**src/hdl/kbrz_pkg.sv**
```systemverilog
// ----------------------------------------------------------------------------
// kbrz_pkg
// Shared types, constants and helpers for the keypad backlight ramp
// controller.
// ----------------------------------------------------------------------------
package kbrz_pkg;

  localparam int ZONE_COUNT = 6;

  localparam logic [23:0] ZONE_TABLE_RESET = 24'h555552;
  localparam logic [15:0] STEP_TICKS_RESET = 16'd50;
  localparam logic        ALT_MODE_RESET   = 1'b0;
  localparam logic [15:0] BOOST_RESET      = 16'd4100;
  localparam logic [2:0]  ZONE_RESET       = 3'd5;
  localparam logic [15:0] TICK_MAX         = 16'hFFFF;

  typedef enum logic [1:0] {
    OP_USER = 2'd0,
    OP_ZONE = 2'd1,
    OP_TICK = 2'd2
  } op_t;

  typedef enum logic [1:0] {
    REG_ZONE_TABLE = 2'd0,
    REG_STEP_TICKS = 2'd1,
    REG_ALT_MODE   = 2'd2,
    REG_BOOST      = 2'd3
  } cfg_reg_t;

  typedef struct packed {
    logic [23:0] zone_table;
    logic [15:0] step_ticks;
    logic        alt_mode;
    logic [15:0] boost_level;
  } cfg_t;

  typedef struct packed {
    logic [1:0] operation;
    logic [7:0] user_level;
    logic [2:0] new_zone;
    logic [2:0] previous_zone;
  } in_item_t;

  // zones past the table read level 0
  function automatic logic [3:0] zone_level(input logic [23:0] tbl, input logic [2:0] zone);
    logic [31:0] ext;
    ext = {8'h00, tbl};
    return ext[{zone, 2'b00} +: 4];
  endfunction

endpackage

```
**src/hdl/kbrz_if.sv**
```systemverilog
// ----------------------------------------------------------------------------
// kbrz_in_if / kbrz_out_if
// Valid/ready channels for request items and result items.
// ----------------------------------------------------------------------------
interface kbrz_in_if;
  logic       valid;
  logic       ready;
  logic [1:0] operation;
  logic [7:0] user_level;
  logic [2:0] new_zone;
  logic [2:0] previous_zone;

  modport source (output valid, operation, user_level, new_zone, previous_zone,
                  input ready);
  modport sink (input valid, operation, user_level, new_zone, previous_zone,
                output ready);
endinterface

interface kbrz_out_if;
  logic        valid;
  logic        ready;
  logic [3:0]  led_level;
  logic        boost_on;
  logic [15:0] boost_out;
  logic        ramping;
  logic        status;

  modport source (output valid, led_level, boost_on, boost_out, ramping, status,
                  input ready);
  modport sink (input valid, led_level, boost_on, boost_out, ramping, status,
                output ready);
endinterface

```
**src/hdl/kbrz_in_stage.sv**
```systemverilog
// ----------------------------------------------------------------------------
// kbrz_in_stage
// Input register: holds one request item until the core takes it.
// ----------------------------------------------------------------------------
module kbrz_in_stage
  import kbrz_pkg::*;
(
  input  logic     clk,
  input  logic     rst,
  kbrz_in_if.sink  in_ch,
  input  logic     take,
  output logic     item_valid,
  output in_item_t item
);

  logic load;

  assign in_ch.ready = !item_valid || take;
  assign load        = in_ch.valid && in_ch.ready;

  always_ff @(posedge clk) begin
    if (rst) begin
      item_valid <= 1'b0;
    end else if (load) begin
      item_valid <= 1'b1;
    end else if (take) begin
      item_valid <= 1'b0;
    end
  end

  always_ff @(posedge clk) begin
    if (load) begin
      item.operation     <= in_ch.operation;
      item.user_level    <= in_ch.user_level;
      item.new_zone      <= in_ch.new_zone;
      item.previous_zone <= in_ch.previous_zone;
    end
  end

endmodule

```
**src/hdl/kbrz_core.sv**
```systemverilog
// ----------------------------------------------------------------------------
// kbrz_core
// Backlight state, per-item update logic and the result register.
// ----------------------------------------------------------------------------
module kbrz_core
  import kbrz_pkg::*;
(
  input  logic       clk,
  input  logic       rst,
  input  cfg_t       cfg,
  input  logic       item_valid,
  input  in_item_t   item,
  output logic       take,
  kbrz_out_if.source out_ch
);

  logic [3:0]  level_now, level_now_next;
  logic [3:0]  level_target, level_target_next;
  logic [7:0]  user_lvl, user_lvl_next;
  logic [2:0]  zone_now, zone_now_next;
  logic [15:0] tick_count, tick_count_next;
  logic        boost_enabled, boost_enabled_next;
  logic        status_next;
  logic        take_new;
  logic [3:0]  new_target;
  logic [3:0]  zlvl;
  logic [15:0] tick_inc;

  assign take = item_valid && (!out_ch.valid || out_ch.ready);
  assign zlvl = zone_level(cfg.zone_table, item.new_zone);
  assign tick_inc = (tick_count != TICK_MAX) ? tick_count + 16'd1 : tick_count;

  always_comb begin
    level_now_next     = level_now;
    level_target_next  = level_target;
    user_lvl_next      = user_lvl;
    zone_now_next      = zone_now;
    tick_count_next    = tick_count;
    boost_enabled_next = boost_enabled;
    status_next        = 1'b0;
    take_new           = 1'b0;
    new_target         = 4'd0;
    unique case (op_t'(item.operation))
      OP_USER: begin
        user_lvl_next = item.user_level;
        take_new      = 1'b1;
        new_target = (item.user_level != 8'd0) ? zone_level(cfg.zone_table, zone_now) : 4'd0;
      end
      OP_ZONE: begin
        if ({1'b0, item.new_zone} >= 4'(ZONE_COUNT)) begin
          status_next = 1'b1;
        end else begin
          if (zlvl == 4'd0) begin
            take_new = 1'b1;
          end else if (user_lvl != 8'd0 &&
                       (cfg.alt_mode || item.new_zone > item.previous_zone)) begin
            take_new   = 1'b1;
            new_target = zlvl;
          end
          zone_now_next = item.new_zone;
        end
      end
      OP_TICK: begin
        if (level_now != level_target) begin
          tick_count_next = tick_inc;
          if (tick_inc >= cfg.step_ticks) begin
            level_now_next  = (level_now < level_target) ? level_now + 4'd1
                                                         : level_now - 4'd1;
            tick_count_next = 16'd0;
          end
        end else begin
          tick_count_next = 16'd0;
        end
      end
      default: begin
      end
    endcase
    if (take_new) begin
      level_target_next  = new_target;
      tick_count_next    = 16'd0;
      boost_enabled_next = (new_target != 4'd0);
    end
  end

  always_ff @(posedge clk) begin
    if (rst) begin
      level_now     <= 4'd0;
      level_target  <= 4'd0;
      user_lvl      <= 8'd0;
      zone_now      <= ZONE_RESET;
      tick_count    <= 16'd0;
      boost_enabled <= 1'b0;
    end else if (take) begin
      level_now     <= level_now_next;
      level_target  <= level_target_next;
      user_lvl      <= user_lvl_next;
      zone_now      <= zone_now_next;
      tick_count    <= tick_count_next;
      boost_enabled <= boost_enabled_next;
    end
  end

  always_ff @(posedge clk) begin
    if (rst) begin
      out_ch.valid <= 1'b0;
    end else if (take) begin
      out_ch.valid <= 1'b1;
    end else if (out_ch.ready) begin
      out_ch.valid <= 1'b0;
    end
  end

  always_ff @(posedge clk) begin
    if (take) begin
      out_ch.led_level <= level_now_next;
      out_ch.boost_on  <= boost_enabled_next;
      out_ch.boost_out <= boost_enabled_next ? cfg.boost_level : 16'd0;
      out_ch.ramping   <= (level_now_next != level_target_next);
      out_ch.status    <= status_next;
    end
  end

endmodule

```
**src/hdl/keypad_backlight_ramp_zone_ctrl_top.sv**
```systemverilog
// ----------------------------------------------------------------------------
// keypad_backlight_ramp_zone_ctrl_top
// Keypad backlight controller with ambient zones and a timed ramp.
// ----------------------------------------------------------------------------
// Usage:
//   in_ch carries request items: user brightness request, ambient zone
//   change, or millisecond tick. out_ch returns exactly one result item per
//   request: LED level, boost enable and level, ramp flag and status.
//   cfg_wr_en/cfg_index/cfg_data write the four settings registers; write
//   them only while no item is in flight.
// Timing:
//   An item accepted from in_ch sits in the input register, is evaluated and
//   lands in the result register when the core takes it; the take waits
//   while a held result is not yet accepted. One item is taken per cycle
//   unless out_ch stalls; the state update is a single registered pass.
// Reset:
//   rst (synchronous) clears both stages, sets the level and target to 0,
//   the zone to 5 and restores the settings registers to their defaults.
// Stall:
//   While out_ch.ready is low, the result register holds and the input
//   register still takes one more item; then in_ch.ready drops.
// ----------------------------------------------------------------------------
module keypad_backlight_ramp_zone_ctrl_top
  import kbrz_pkg::*;
(
  input  logic        clk,
  input  logic        rst,
  kbrz_in_if.sink     in_ch,
  kbrz_out_if.source  out_ch,
  input  logic        cfg_wr_en,
  input  logic [1:0]  cfg_index,
  input  logic [23:0] cfg_data
);

  cfg_t     cfg;
  logic     item_valid;
  in_item_t item;
  logic     take;

  always_ff @(posedge clk) begin
    if (rst) begin
      cfg.zone_table  <= ZONE_TABLE_RESET;
      cfg.step_ticks  <= STEP_TICKS_RESET;
      cfg.alt_mode    <= ALT_MODE_RESET;
      cfg.boost_level <= BOOST_RESET;
    end else if (cfg_wr_en) begin
      unique case (cfg_reg_t'(cfg_index))
        REG_ZONE_TABLE: cfg.zone_table  <= cfg_data;
        REG_STEP_TICKS: cfg.step_ticks  <= cfg_data[15:0];
        REG_ALT_MODE:   cfg.alt_mode    <= cfg_data[0];
        REG_BOOST:      cfg.boost_level <= cfg_data[15:0];
      endcase
    end
  end

  kbrz_in_stage u_in_stage (
    .clk        (clk),
    .rst        (rst),
    .in_ch      (in_ch),
    .take       (take),
    .item_valid (item_valid),
    .item       (item)
  );

  kbrz_core u_core (
    .clk        (clk),
    .rst        (rst),
    .cfg        (cfg),
    .item_valid (item_valid),
    .item       (item),
    .take       (take),
    .out_ch     (out_ch)
  );

  a_boost_off_zero: assert property (@(posedge clk) disable iff (rst)
    out_ch.valid && !out_ch.boost_on |-> out_ch.boost_out == 16'd0)
    else $error("boost level driven while boost is off");

  a_reset_empty: assert property (@(posedge clk)
    rst |=> !out_ch.valid && !item_valid)
    else $error("pipeline not empty after reset");

  a_full_stall: assert property (@(posedge clk) disable iff (rst)
    item_valid && out_ch.valid && !out_ch.ready |-> !in_ch.ready && !take)
    else $error("item taken while both stages are held");

  a_result_follows: assert property (@(posedge clk) disable iff (rst)
    take |=> out_ch.valid)
    else $error("taken item produced no result");

endmodule
```
**src/flat_wrapper.sv**
```systemverilog
// flat-port wrapper written by rule: the top's interface ports become plain ports
module keypad_backlight_ramp_zone_ctrl_top_flat import kbrz_pkg::*;
  (clk, rst, cfg_wr_en, cfg_index, cfg_data, in_ch_valid, in_ch_operation, in_ch_user_level, in_ch_new_zone, in_ch_previous_zone, in_ch_ready, out_ch_valid, out_ch_led_level, out_ch_boost_on, out_ch_boost_out, out_ch_ramping, out_ch_status, out_ch_ready);
  kbrz_in_if in_ch_i ();
  kbrz_out_if out_ch_i ();
  input  logic clk;
  input  logic rst;
  input  logic cfg_wr_en;
  input  logic [1:0] cfg_index;
  input  logic [23:0] cfg_data;
  input wire logic [$bits(in_ch_i.valid)-1:0] in_ch_valid;
  input wire logic [$bits(in_ch_i.operation)-1:0] in_ch_operation;
  input wire logic [$bits(in_ch_i.user_level)-1:0] in_ch_user_level;
  input wire logic [$bits(in_ch_i.new_zone)-1:0] in_ch_new_zone;
  input wire logic [$bits(in_ch_i.previous_zone)-1:0] in_ch_previous_zone;
  output wire logic [$bits(in_ch_i.ready)-1:0] in_ch_ready;
  output wire logic [$bits(out_ch_i.valid)-1:0] out_ch_valid;
  output wire logic [$bits(out_ch_i.led_level)-1:0] out_ch_led_level;
  output wire logic [$bits(out_ch_i.boost_on)-1:0] out_ch_boost_on;
  output wire logic [$bits(out_ch_i.boost_out)-1:0] out_ch_boost_out;
  output wire logic [$bits(out_ch_i.ramping)-1:0] out_ch_ramping;
  output wire logic [$bits(out_ch_i.status)-1:0] out_ch_status;
  input wire logic [$bits(out_ch_i.ready)-1:0] out_ch_ready;
  assign in_ch_i.valid = in_ch_valid;
  assign in_ch_i.operation = in_ch_operation;
  assign in_ch_i.user_level = in_ch_user_level;
  assign in_ch_i.new_zone = in_ch_new_zone;
  assign in_ch_i.previous_zone = in_ch_previous_zone;
  assign in_ch_ready = in_ch_i.ready;
  assign out_ch_valid = out_ch_i.valid;
  assign out_ch_led_level = out_ch_i.led_level;
  assign out_ch_boost_on = out_ch_i.boost_on;
  assign out_ch_boost_out = out_ch_i.boost_out;
  assign out_ch_ramping = out_ch_i.ramping;
  assign out_ch_status = out_ch_i.status;
  assign out_ch_i.ready = out_ch_ready;
  keypad_backlight_ramp_zone_ctrl_top u_core (.clk(clk), .rst(rst), .in_ch(in_ch_i), .out_ch(out_ch_i), .cfg_wr_en(cfg_wr_en), .cfg_index(cfg_index), .cfg_data(cfg_data));
endmodule
```
**config.mk**
```make
export PLATFORM = sky130hd
export DESIGN_NAME = keypad_backlight_ramp_zone_ctrl_top_flat
export DESIGN_NICKNAME = d
export VERILOG_FILES = /design/src/hdl/kbrz_pkg.sv /design/src/hdl/kbrz_if.sv /design/src/hdl/kbrz_in_stage.sv /design/src/hdl/kbrz_core.sv /design/src/hdl/keypad_backlight_ramp_zone_ctrl_top.sv /design/src/flat_wrapper.sv
export SDC_FILE = /design/constraint.sdc
export NUM_CORES = 1
export LEC_CHECK = 0
export BUFFER_PORTS_ARGS = -buffer_cell sky130_fd_sc_hd__buf_2
export CORE_ASPECT_RATIO = 0.5
export CORE_MARGIN = 5
export CORE_UTILIZATION = 59
export DETAILED_ROUTE_END_ITERATION = 8
export HOLD_SLACK_MARGIN = 0.12
export PLACE_DENSITY = 0.8
export SLEW_MARGIN = 20
export SYNTH_ARGS = -nofsm -noshare
export SYNTH_HDL_FRONTEND = slang
export SYNTH_SLANG_ARGS = --single-unit
```
**constraint.sdc**
```tcl
create_clock -name clk -period 5.8 [get_ports clk]
set_clock_uncertainty 0.2 [all_clocks]
set_input_delay 0.29 -clock clk [delete_from_list [all_inputs] [get_ports clk]]
set_output_delay 0.29 -clock clk [all_outputs]
set_load 0.03 [all_outputs]
```
==> flow_summary.json <==
{
  "rr_worst_depth": 15,
  "p_leak_nw": 3.22,
  "io_pins": 72,
  "dr.pass1.iters": 6,
  "drive_gt1_frac": 0.153,
  "grt_pass1_vias": 5509,
  "die_y_um": 83.8,
  "fillCellCount": 705,
  "gp_congestion": 0.896,
  "syn_area_um2": 6430,
  "crit_slowest_cell": "or4b_2",
  "path_clk_slew_ns": 0.07,
  "hold_path_class": "in -> reg",
  "grt_usage": 0.259,
  "ant_nets": 0,
  "cp.required_ns": 5.76,
  "finalCritPeriodShare": 0.803,
  "nets": 895,
  "mostFrequentLayoutCells": "nand2_1 (164), dfxtp_1 (95), a21oi_1 (74)",
  "seq_area_um2": 3070,
  "clock_latency_ns": 0.42,
  "rsz0062_at_grt": "false",
  "cts_tree": "done",
  "layout_commonest_cell": "nand2_1",
  "multi_input_area_um2": 3100,
  "finalCriticalPeriod_ns": 4.66,
  "crit_cells": 15,
  "ys_types": 62,
  "async_flop_share": 0,
  "dp_hpwl_mm": 10.1,
  "areaGrowthSynthToFinish_pct": 22.8,
  "grt_pass1_wl_mm": 27.3,
  "power_density_nw_per_um2": 294,
  "ys.flop_type": "dfxtp_1",
  "ir_drop_uv": 217,
  "setup-tns-final_ns": 0,
  "route.detailed.wl_per_inst_um": 17.1,
  "hold_viol": 0,
  "worstPathBufferInverterCount": 0,
  "cp_cell_sequence": "and3_1, and3_1, nand2_1, or4_1, nand3_1, nor2_1, or2_2, ha_1, a21oi_1, a21oi_1, or4b_2, nand2_1, mux2i_1, xor2_1, o211ai_1",
  "instances_no_fill": 974,
  "setup_violations": 0,
  "cts_setup_buffers": 0,
  "routed_wl_mm": 16.7,
  "slew_violations": 0,
  "placed_area_um2": 6870,
  "die_w_um": 158,
  "h-tree-depth": 4,
  "cap_violations": 0,
  "crit_family": "simple AND/OR/NAND/NOR gates",
  "die_area_um2": 13200,
  "initial_utilization": 0.618,
  "stdcell_area_um2": 7900,
  "grt_overflow": 0,
  "root_buffer": "clkbuf_16",
  "drc": 0,
  "relSlewSlack": 0.360,
  "tightest_slew_ns": 0.959,
  "whs_path_depth": 5,
  "core_um2": 10400,
  "path_class": "reg -> reg",
  "critPathLaunchType": "register",
  "status": "complete, no violations",
  "avgSynthCellArea_um2": 9.01,
  "synthCells": 714,
  "clockBufferDepth": 2,
  "cp_max_fo": 10,
  "fin_ws_ns": 1.14,
  "ys_ff_latch": 134,
  "place.port_buffers": 71,
  "num_vias": 5687,
  "end_kind": "register",
  "synth_nets": 788,
  "place_ws_ns": 1.24,
  "crit_arrival_ns": 4.62,
  "grt_max_degree": 96,
  "synth-edff-count": 39,
  "placedCellCount": 898,
  "num_rows": 26,
  "insertedDiodeCount": 0,
  "fmax_ghz": 0.215,
  "ys_warn_count": 0,
  "slowest_delay_ns": 0.71,
  "fin_total_pwr_mw": 2.32,
  "cts.sinks": 134,
  "seq_area_frac_synth": 0.478,
  "detail_route.iter0.violations": 591,
  "cts_buffers": 17,
  "antenna_found_initial": 0,
  "avgViaCountPerCell": 5.84
}
## cell type report
cell class | count | share of cell area
Timing Repair Buffer | 119 | 0.105
Tap cell | 140 | 0.0222
Clock inverter | 13 | 0.0171
Multi-Input combinational cell | 513 | 0.393
Clock buffer | 19 | 0.0573
Sequential cell | 134 | 0.389
Inverter | 36 | 0.0171
## synthesized netlist by cell type (2+ instances only)
cell type  number  area [um2]
buf_2           2        10.0
a21o_1          2        15.0
o21ai_1         3        15.0
or4_1           3        22.5
buf_4           3        22.5
o221ai_1        3        26.3
o22ai_1         4        25.0
and3_1          6        37.5
clkbuf_1       24        90.1
nand2_1       164         616
a311oi_1        4        35.0
nand2b_1        5        31.3
a211oi_1        4        30.0
mux2i_1        17         170
a21oi_1        74         370
or3_1           4        25.0
dfxtp_1        95        1900
inv_1          35         131
nand3_1        12        60.1
a31oi_1         3        18.8
xor2_1          4        35.0
o21ai_0         9        45.0
and2_1         20         125
mux4_2          4        90.1
nand4_1         6        37.5
a22oi_1        11        82.6
nor3_1          9        45.0
mux2_1          2        22.5
edfxtp_1       39        1170
or2_2           8        50.1
buf_1           2        7.51
nor2_1         41         154
ha_1           26         325
a211o_1         3        26.3
a21boi_1        2        15.0
xnor2_1        12         105
nor4_1          3        18.8
nand3b_1       17         128
o211ai_1        3        22.5
nor2b_1         4        25.0
## where the power goes
part           total [mW]  switching [mW]  leakage (nW)  internal, mW
Clock                1.08           0.454         0.277         0.626
Combinational       0.221           0.131          1.79        0.0898
Sequential           1.02          0.0231          1.14         0.999
Total                2.32           0.608          3.22          1.71
## what timing repair did
action | CTS | global route
resized for setup | 0 | 0
endpoints found under the hold margin | 75 | 0
hold buffers | 44 | 0
## cell families (layout without fill, tap and decap cells)
family                   after synthesis  in the layout  synth area share
AO/OA/AOI/OAI                        133            133             0.128
XOR/XNOR                              17             17            0.0253
adder cells (fa/ha/maj)               27             27            0.0537
buffers and inverters                 67            187            0.0412
flip-flops                           134            134             0.478
multiplexers                          24             24            0.0457
AND/OR/NAND/NOR                      312            312             0.229
## through the flow
step | hold slack [ns] | utilization
after global placement | 0.238 | 0.660
after floorplan | 0.189 | -
after detailed placement | 0.242 | 0.660
after global routing | 0.232 | 0.759
final | 0.202 | 0.759
after CTS | 0.121 | 0.759
## path summary, 6_finish.rpt
| path | startpoint | end | slack, ns |
|---|---|---|---|
| min reg2reg | u_core.cfg[1]$_SDFFE_PP0P_ | u_core.cfg[1]$_SDFFE_PP0P_ | 0.25 |
| min | cfg_wr_en | u_core.cfg[16]$_SDFFE_PP0P_ | 0.20 |
| max | u_core.u_core.tick_count[6]$_SDFFE_PP0P_ | u_core.u_core.out_ch.ramping$_DFFE_PP_ | 1.14 |
| max reg2reg | u_core.u_core.tick_count[6]$_SDFFE_PP0P_ | u_core.u_core.out_ch.ramping$_DFFE_PP_ | 1.14 |
## routing by layer
metal	wire length [um]	share of wire	vias up	GRT usage
met2	7880	0.47	270	0.413
met1	6900	0.41	2675	0.328
met5	0	0	-	0
li1	-	-	2699	-
met4	450	0.027	0	0.105
met3	1440	0.086	43	0.0798
## sequential cells by signal (all words and copies together), names as in the netlist, 3 cells and up
name                            count
u_core.u_core.level_now             4
u_core.u_core.level_target          4
u_core.cfg                         57
u_core.u_core.zone_now              3
u_core.u_core.user_lvl              8
u_core.u_in_stage.item             16
u_core.u_core.out_ch.led_level      4
u_core.u_core.tick_count           16
u_core.u_core.out_ch.boost_out     16
## tightest hold or removal path, stage by stage
cell	delay, ns
buf_2	0.14
nand2_1	0.09
nor2_1	0.07
mux2i_1	0.12
nor2_1	0.07
(Power assumes the default switching activity.)
